===== src/rtl/brm_pkg.sv =====
`timescale 1ns / 1ps
// Package: shared widths, event codes, constants and the job record of the busy ratio monitor.
package brm_pkg;

  localparam int unsigned TIME_W       = 64;
  localparam int unsigned RATIO_W      = 14;
  localparam int unsigned FUNC_W       = 2;
  localparam int unsigned QUEUE_DEPTH  = 2;
  localparam int unsigned S_TDATA_W    = 64;
  localparam int unsigned M_TDATA_W    = 144;

  localparam logic [RATIO_W-1:0] RATIO_FULL = RATIO_W'(10000);

  typedef enum logic [FUNC_W-1:0] {
    FUNC_FRAME_START  = 2'd0,
    FUNC_FRAME_END    = 2'd1,
    FUNC_WINDOW_OPEN  = 2'd2,
    FUNC_WINDOW_CLOSE = 2'd3
  } func_e;

  typedef struct packed {
    logic [TIME_W-1:0] busy;
    logic [TIME_W-1:0] window;
  } job_t;

  typedef struct packed {
    logic valid;
    logic ready;
    job_t job;
  } qport_t;

endpackage


===== src/rtl/brm_front.sv =====
`timescale 1ns / 1ps
// Front end: takes event beats, keeps frame and window state, queues window-close jobs.
module brm_front
  import brm_pkg::*;
(
  input  logic              clk_i,
  input  logic              rst_ni,
  input  logic              in_valid_i,
  output logic              in_ready_o,
  input  logic [FUNC_W-1:0] in_func_i,
  input  logic [TIME_W-1:0] in_now_i,
  output logic              push_valid_o,
  input  logic              push_ready_i,
  output job_t              push_job_o
);

  typedef enum logic [2:0] {
    F_IDLE  = 3'b001,
    F_SPAN  = 3'b010,
    F_APPLY = 3'b100
  } fstate_e;

  fstate_e           state_q, state_d;
  func_e             func_q;
  logic [TIME_W-1:0] now_q;
  logic [TIME_W-1:0] fbt_q, wbt_q, busy_q, span_q, window_q;
  logic              running_q, measuring_q;
  logic [TIME_W-1:0] from_w;
  logic [TIME_W:0]   sum_w;
  logic [TIME_W-1:0] sat_w;
  logic              apply_w;

  assign in_ready_o = (state_q == F_IDLE);

  assign from_w = (running_q && (fbt_q > wbt_q)) ? fbt_q : wbt_q;
  assign sum_w  = {1'b0, busy_q} + {1'b0, span_q};
  assign sat_w  = sum_w[TIME_W] ? {TIME_W{1'b1}} : sum_w[TIME_W-1:0];

  assign apply_w = (state_q == F_APPLY) &&
                   ((func_q != FUNC_WINDOW_CLOSE) || push_ready_i);

  assign push_valid_o      = (state_q == F_APPLY) && (func_q == FUNC_WINDOW_CLOSE);
  assign push_job_o.busy   = running_q ? sat_w : busy_q;
  assign push_job_o.window = window_q;

  always_comb begin
    state_d = state_q;
    unique case (state_q)
      F_IDLE:  if (in_valid_i) state_d = F_SPAN;
      F_SPAN:  state_d = F_APPLY;
      F_APPLY: if (apply_w) state_d = F_IDLE;
      default: state_d = F_IDLE;
    endcase
  end

  always_ff @(posedge clk_i or negedge rst_ni) begin
    if (!rst_ni) begin
      state_q <= F_IDLE;
    end else begin
      state_q <= state_d;
    end
  end

  always_ff @(posedge clk_i) begin
    if (in_valid_i && in_ready_o) begin
      func_q <= func_e'(in_func_i);
      now_q  <= in_now_i;
    end
    if (state_q == F_SPAN) begin
      span_q   <= (now_q >= from_w) ? (now_q - from_w) : '0;
      window_q <= (now_q >= wbt_q) ? (now_q - wbt_q) : '0;
    end
  end

  always_ff @(posedge clk_i or negedge rst_ni) begin
    if (!rst_ni) begin
      fbt_q       <= '0;
      wbt_q       <= '0;
      busy_q      <= '0;
      running_q   <= 1'b0;
      measuring_q <= 1'b0;
    end else if (apply_w) begin
      unique case (func_q)
        FUNC_FRAME_START: begin
          fbt_q     <= now_q;
          running_q <= 1'b1;
        end
        FUNC_FRAME_END: begin
          if (measuring_q) busy_q <= sat_w;
          running_q <= 1'b0;
          fbt_q     <= '0;
        end
        FUNC_WINDOW_OPEN: begin
          busy_q      <= '0;
          wbt_q       <= now_q;
          measuring_q <= 1'b1;
        end
        FUNC_WINDOW_CLOSE: begin
          measuring_q <= 1'b0;
          if (running_q) busy_q <= sat_w;
        end
        default: ;
      endcase
    end
  end

endmodule


===== src/rtl/brm_queue.sv =====
`timescale 1ns / 1ps
// Job queue: small register FIFO between the front end and the ratio back end.
module brm_queue
  import brm_pkg::*;
#(
  parameter int unsigned DEPTH = QUEUE_DEPTH
) (
  input  logic   clk_i,
  input  logic   rst_ni,
  input  qport_t push_i,
  output logic   push_ready_o,
  output qport_t pop_o,
  input  logic   pop_ready_i
);

  localparam int unsigned PTR_W = (DEPTH > 1) ? $clog2(DEPTH) : 1;
  localparam int unsigned CNT_W = $clog2(DEPTH + 1);
  localparam logic [PTR_W-1:0] LAST_PTR = PTR_W'(DEPTH - 1);
  localparam logic [CNT_W-1:0] FULL_CNT = CNT_W'(DEPTH);

  job_t             mem_q [DEPTH];
  logic [PTR_W-1:0] wr_ptr_q, rd_ptr_q;
  logic [CNT_W-1:0] count_q;
  logic             do_push, do_pop;

  assign push_ready_o = (count_q != FULL_CNT);
  assign pop_o.valid  = (count_q != '0);
  assign pop_o.ready  = pop_ready_i;
  assign pop_o.job    = mem_q[rd_ptr_q];

  assign do_push = push_i.valid && push_ready_o;
  assign do_pop  = pop_o.valid && pop_ready_i;

  always_ff @(posedge clk_i) begin
    if (do_push) mem_q[wr_ptr_q] <= push_i.job;
  end

  always_ff @(posedge clk_i or negedge rst_ni) begin
    if (!rst_ni) begin
      wr_ptr_q <= '0;
      rd_ptr_q <= '0;
      count_q  <= '0;
    end else begin
      if (do_push) wr_ptr_q <= (wr_ptr_q == LAST_PTR) ? '0 : wr_ptr_q + PTR_W'(1);
      if (do_pop)  rd_ptr_q <= (rd_ptr_q == LAST_PTR) ? '0 : rd_ptr_q + PTR_W'(1);
      if (do_push && !do_pop)      count_q <= count_q + CNT_W'(1);
      else if (do_pop && !do_push) count_q <= count_q - CNT_W'(1);
    end
  end

endmodule


===== src/rtl/brm_back.sv =====
`timescale 1ns / 1ps
// Back end: scales the busy total, divides by the window length and holds the result beat.
module brm_back
  import brm_pkg::*;
(
  input  logic               clk_i,
  input  logic               rst_ni,
  input  logic               pop_valid_i,
  output logic               pop_ready_o,
  input  job_t               pop_job_i,
  output logic               out_valid_o,
  input  logic               out_ready_i,
  output logic [RATIO_W-1:0] out_ratio_o,
  output logic [TIME_W-1:0]  out_busy_o,
  output logic [TIME_W-1:0]  out_window_o,
  output logic               out_empty_o
);

  localparam int unsigned HALF_W = TIME_W / 2;
  localparam int unsigned PROD_W = HALF_W + RATIO_W;
  localparam int unsigned DIVD_W = TIME_W + RATIO_W;
  localparam int unsigned CNT_W  = $clog2(RATIO_W);
  localparam logic [CNT_W-1:0] LAST_STEP = CNT_W'(RATIO_W - 1);

  typedef enum logic [4:0] {
    B_IDLE = 5'b00001,
    B_MUL  = 5'b00010,
    B_ADD  = 5'b00100,
    B_DIV  = 5'b01000,
    B_OUT  = 5'b10000
  } bstate_e;

  bstate_e            state_q, state_d;
  logic [TIME_W-1:0]  busy_q, window_q;
  logic [PROD_W-1:0]  p0_q, p1_q;
  logic               empty_q, full_q;
  logic [DIVD_W-1:0]  rem_q, div_q;
  logic [RATIO_W-1:0] quo_q;
  logic [CNT_W-1:0]   step_q;
  logic               ge_w;

  assign pop_ready_o  = (state_q == B_IDLE);
  assign out_valid_o  = (state_q == B_OUT);
  assign out_ratio_o  = quo_q;
  assign out_busy_o   = busy_q;
  assign out_window_o = window_q;
  assign out_empty_o  = empty_q;

  assign ge_w = (rem_q >= div_q);

  always_comb begin
    state_d = state_q;
    unique case (state_q)
      B_IDLE: if (pop_valid_i) state_d = B_MUL;
      B_MUL:  state_d = B_ADD;
      B_ADD:  state_d = (empty_q || full_q) ? B_OUT : B_DIV;
      B_DIV:  if (step_q == '0) state_d = B_OUT;
      B_OUT:  if (out_ready_i) state_d = B_IDLE;
      default: state_d = B_IDLE;
    endcase
  end

  always_ff @(posedge clk_i or negedge rst_ni) begin
    if (!rst_ni) begin
      state_q <= B_IDLE;
    end else begin
      state_q <= state_d;
    end
  end

  always_ff @(posedge clk_i) begin
    case (state_q)
      B_IDLE: begin
        if (pop_valid_i) begin
          busy_q   <= pop_job_i.busy;
          window_q <= pop_job_i.window;
        end
      end
      B_MUL: begin
        p0_q    <= PROD_W'(busy_q[HALF_W-1:0]) * PROD_W'(RATIO_FULL);
        p1_q    <= PROD_W'(busy_q[TIME_W-1:HALF_W]) * PROD_W'(RATIO_FULL);
        empty_q <= (window_q == '0);
        full_q  <= (busy_q >= window_q);
      end
      B_ADD: begin
        rem_q  <= DIVD_W'(p0_q) + (DIVD_W'(p1_q) << HALF_W);
        div_q  <= DIVD_W'(window_q) << (RATIO_W - 1);
        step_q <= LAST_STEP;
        quo_q  <= empty_q ? '0 : (full_q ? RATIO_FULL : '0);
      end
      B_DIV: begin
        // restoring step: dividend is below window * 2^RATIO_W
        if (ge_w) rem_q <= rem_q - div_q;
        div_q  <= div_q >> 1;
        quo_q  <= {quo_q[RATIO_W-2:0], ge_w};
        step_q <= step_q - CNT_W'(1);
      end
      default: ;
    endcase
  end

endmodule


===== src/rtl/busy_ratio_monitor_unit.sv =====
`timescale 1ns / 1ps
// Top level of the busy ratio monitor: front end, job queue and ratio back end.
// Each event beat passes through the front-end sequencer (capture, span, update); no new beat
// is taken until the update is done, and a window close waits there for room in the job queue.
// Each queued job goes to the back end, which runs load, two 32x14 partial products, sum, 14
// restoring divide steps and the result beat, skips the divide when the window is empty or
// saturated, and takes no new job until the result beat is taken on m_axis_tready. The 2-entry
// job queue lets the front end keep taking frame events while a ratio is being computed.
module busy_ratio_monitor_unit
  import brm_pkg::*;
#(
  parameter int unsigned QUEUE_DEPTH_P = QUEUE_DEPTH
) (
  input  logic                 clk_i,
  input  logic                 rst_ni,
  input  logic                 s_axis_tvalid,
  output logic                 s_axis_tready,
  input  logic [S_TDATA_W-1:0] s_axis_tdata,  // [63:0] now_ns
  input  logic [FUNC_W-1:0]    s_axis_tuser,  // [1:0] func
  output logic                 m_axis_tvalid,
  input  logic                 m_axis_tready,
  output logic [M_TDATA_W-1:0] m_axis_tdata,  // [13:0] load_ratio, [77:14] busy_ns,
                                              // [141:78] window_ns, [143:142] zero
  output logic                 m_axis_tuser   // [0] window_empty
);

  qport_t             push_s, pop_s;
  logic               push_valid_s, push_ready_s, pop_ready_s;
  job_t               push_job_s;
  logic [RATIO_W-1:0] ratio_s;
  logic [TIME_W-1:0]  busy_s, window_s;

  brm_front u_front (
    .clk_i        (clk_i),
    .rst_ni       (rst_ni),
    .in_valid_i   (s_axis_tvalid),
    .in_ready_o   (s_axis_tready),
    .in_func_i    (s_axis_tuser),
    .in_now_i     (s_axis_tdata[TIME_W-1:0]),
    .push_valid_o (push_valid_s),
    .push_ready_i (push_ready_s),
    .push_job_o   (push_job_s)
  );

  assign push_s = '{valid: push_valid_s, ready: push_ready_s, job: push_job_s};

  brm_queue #(
    .DEPTH (QUEUE_DEPTH_P)
  ) u_queue (
    .clk_i        (clk_i),
    .rst_ni       (rst_ni),
    .push_i       (push_s),
    .push_ready_o (push_ready_s),
    .pop_o        (pop_s),
    .pop_ready_i  (pop_ready_s)
  );

  brm_back u_back (
    .clk_i        (clk_i),
    .rst_ni       (rst_ni),
    .pop_valid_i  (pop_s.valid),
    .pop_ready_o  (pop_ready_s),
    .pop_job_i    (pop_s.job),
    .out_valid_o  (m_axis_tvalid),
    .out_ready_i  (m_axis_tready),
    .out_ratio_o  (ratio_s),
    .out_busy_o   (busy_s),
    .out_window_o (window_s),
    .out_empty_o  (m_axis_tuser)
  );

  assign m_axis_tdata = M_TDATA_W'({window_s, busy_s, ratio_s});

endmodule


===== config.mk =====
export PLATFORM = sky130hd
export DESIGN_NAME = busy_ratio_monitor_unit
export DESIGN_NICKNAME = d
export VERILOG_FILES = /design/src/rtl/brm_pkg.sv /design/src/rtl/brm_front.sv /design/src/rtl/brm_queue.sv /design/src/rtl/brm_back.sv /design/src/rtl/busy_ratio_monitor_unit.sv
export SDC_FILE = /design/constraint.sdc
export NUM_CORES = 2
export LEC_CHECK = 0
export BUFFER_PORTS_ARGS = -buffer_cell sky130_fd_sc_hd__buf_2
export CAP_MARGIN = 5
export CORE_ASPECT_RATIO = 0.8
export CORE_MARGIN = 2
export CORE_UTILIZATION = 69
export DETAILED_ROUTE_END_ITERATION = 16
export PLACE_DENSITY = 0.87
export SYNTH_ARGS = -nofsm -noshare
export SYNTH_HDL_FRONTEND = slang
export SYNTH_SLANG_ARGS = --single-unit

===== constraint.sdc =====
create_clock -name clk_i -period 17.7 [get_ports clk_i]
set_input_delay 0.885 -clock clk_i [delete_from_list [all_inputs] [get_ports clk_i]]
set_output_delay 0.885 -clock clk_i [all_outputs]
set_load 0.05 [all_outputs]

==> impl_metrics.json <==
{
  "port_buffers": 214,
  "seq_area_frac_synth_pct": 43.8,
  "cpMostUsedCell": "buf_4",
  "synth_cell_types": 90,
  "yosysWarnings": 0,
  "period_needed_ns": 8.02,
  "vias_per_cell": 6.30,
  "fmax_mhz": 125,
  "fp.dieH_um": 287,
  "clock_skew_ns": 0.0432,
  "worstPathRequired_ns": 18.15,
  "r2r_end": "u_front.span_q[11]",
  "gp_congestion": 1.01,
  "fp.dieW_um": 358,
  "start_util_pct": 69.8,
  "hpwl_um": 141000,
  "period_share_pct": 45.3,
  "fillCellCount": 6603,
  "grt_overflow": 0,
  "grt_pass1_wl_um": 288000,
  "synth_ff_type": "edfxtp_1",
  "io_pins": 217,
  "synth_top_area_share_pct": 36.3,
  "rr_worst_depth": 28,
  "vias": 52400,
  "rows": 103,
  "rsz0062_at_grt": "false",
  "cap_violations": 0,
  "cts-resized-gates": 0,
  "cts_hold_buf": 0,
  "top_register": "u_queue.mem_q",
  "netlist_area_um2": 69200,
  "reg2reg_from": "u_front.wbt_q[1]",
  "routedWlPerCell_um": 22.5,
  "drtAntennaViolNets": 0,
  "dr.pass1.iters": 7,
  "cpLargestDelayFamily": "compound AO/OA/AOI/OAI gates",
  "grt_antenna_before_repair": 6,
  "clk_pin_slew_ns": 0.06,
  "place_inst": 8129,
  "crit_path_max_incr_delay_ns": 0.71,
  "setup_viol": 0,
  "path_buf_inv": 6,
  "dieArea_um2": 103000,
  "path_class": "flop to flop",
  "synth_edf_count": 837,
  "grt_pass1_vias": 50600,
  "synth_top_area_cell": "edfxtp_1",
  "hold_viol": 0,
  "worstPathArrival_ns": 8.47,
  "tritoncts": "built",
  "holdWs_ns": 0.216,
  "drt_wl_total_um": 187000,
  "r2r_slack_ns": 9.68,
  "nets": 7804,
  "cts_setup_buffers": 0,
  "synthCells": 6811,
  "insertion_delay_ns": 0.72,
  "hp-class": "primary input to async pin",
  "cts_buffer_depth": 3,
  "drc": 0,
  "drv_slew": 0,
  "clock_sinks": 1043,
  "htree_levels": 3,
  "finalSetupTns_ns": 0,
  "cp-end-kind": "flop",
  "crit_path_max_fanout": 50,
  "core_area_um2": 99100,
  "synth_seq_cells": 1043,
  "status": "finished clean",
  "track_usage_pct": 36.3,
  "postSynth.asyncResetShare_pct": 19.8,
  "area_delta_synth_final_pct": 7.88,
  "syn_avg_cell_area_um2": 10.2,
  "cts-buffers-inserted": 99,
  "ys_top_cells_by_area": "edfxtp_1 (36%), ha_1 (12%), dfrtp_1 (7.4%)",
  "grt_max_degree": 100,
  "reg.largest.list": "u_queue.mem_q: 256 flops, u_back.rem_q: 78 flops, u_back.div_q: 77 flops",
  "tightest_slew_ns": 1.19,
  "slowest_stage": "buf_4",
  "maxSlewHeadroom_pct": 20.0,
  "post_route_cells_drive_above_1_share_pct": 8.63,
  "instances_no_fill": 8315,
  "largest_register_ff_count": 256,
  "drtIter0Drc": 5998,
  "cts_root_buffer": "clkbuf_16",
  "start_kind": "flop"
}
-- cells in the mapped netlist, types with 22 or more instances --
cell	n
nor2b_1	66
dfrtp_1	204
edfxtp_1	837
o21a_1	36
and3_1	47
nand3_1	89
o21ai_0	466
nor2_1	457
a221oi_1	24
o31ai_1	22
inv_1	833
xnor2_1	226
mux2i_1	70
a21oi_1	461
a21o_1	281
a31oi_1	51
nand4_1	107
xor2_1	128
ha_1	645
nand2_1	556
nand2b_1	120
nor3_1	47
fa_1	171
nor4_1	33
a211oi_1	30
and2_1	39
o21bai_1	71
mux2_2	133
clkbuf_1	216
o21ai_1	59
-- cells in the final DEF, fill, tap and decap left out, types with 47 or more instances in the layout --
master       n
mux2i_1     70
nand2_1    556
buf_2      213
clkbuf_16  100
a21oi_1    461
nor3_1      47
xnor2_1    226
inv_1      832
nor2_1     454
mux2_2     133
o21ai_0    466
nand3_1     87
dfrtp_1    202
xor2_1     128
ha_1       645
fa_1       171
o21bai_1    70
nand2b_1   119
a21o_1     281
o21ai_1     59
a31oi_1     51
nand4_1    107
nor2b_1     66
edfxtp_1   837
-- layer usage --
metal  vias to the layer above  GRT usage (%)  routed length [µm]
li1                      24200              -                   -
met1                     25100           54.0               81800
met5                         -              0                  33
met4                         4           13.3                7660
met2                      2667           53.7               79900
met3                       388           6.29               17500
-- cell type report --
type                    count  area [µm²]  share of cell area, %
clock inverters            55         607                  0.813
multi-input cells        4691       35000                   46.8
diodes                      1        2.50                0.00335
clock buffers             130        2690                   3.60
repair buffers            250        1350                   1.81
flip-flops and latches   1043       30300                   40.6
well taps                1312        1640                   2.20
inverters                 833        3130                   4.19
-- logic make-up (layout without fill, tap and decap cells) --
family | Yosys count | after routing | synth area share (%)
compound gates | 1676 | 1676 | 15.0
buf+inv | 1078 | 1268 | 5.90
simple gates | 1640 | 1640 | 11.0
flops | 1043 | 1043 | 43.8
other cells | 1 | 3 | 0.00542
fa+ha+maj | 816 | 816 | 16.6
xor+xnor | 354 | 354 | 4.48
mux | 203 | 203 | 3.18
-- worst max-delay path by stage --
stage                            startpoint            endpoint  slack, ns  cells past startpoint
final                      u_front.wbt_q[1]  u_front.span_q[11]       9.68                     28
after global routing       u_front.wbt_q[1]  u_front.span_q[11]       9.15                     28
after CTS                  u_front.wbt_q[1]  u_front.span_q[11]       9.75                     28
after detailed placement   u_front.wbt_q[1]  u_front.span_q[11]       9.75                     28
after global placement    u_front.wbt_q[15]  u_front.span_q[11]       9.92                     26
after floorplan           u_back.state_q[3]       u_back.full_q       9.92                      2
-- per-stage QoR --
stage	cell area (µm²)	worst slack (ns)	utilization (%)
after floorplan	69200	9.92	-
after global placement	71400	9.92	72.0
after detailed placement	71400	9.75	72.0
after CTS	74700	9.75	75.3
after global routing	74700	9.15	75.3
final	74700	9.68	75.3
Power is left out: the tool's default activity adds up to more than one toggle a clock period on the data nets, which glitch-free logic cannot reach.
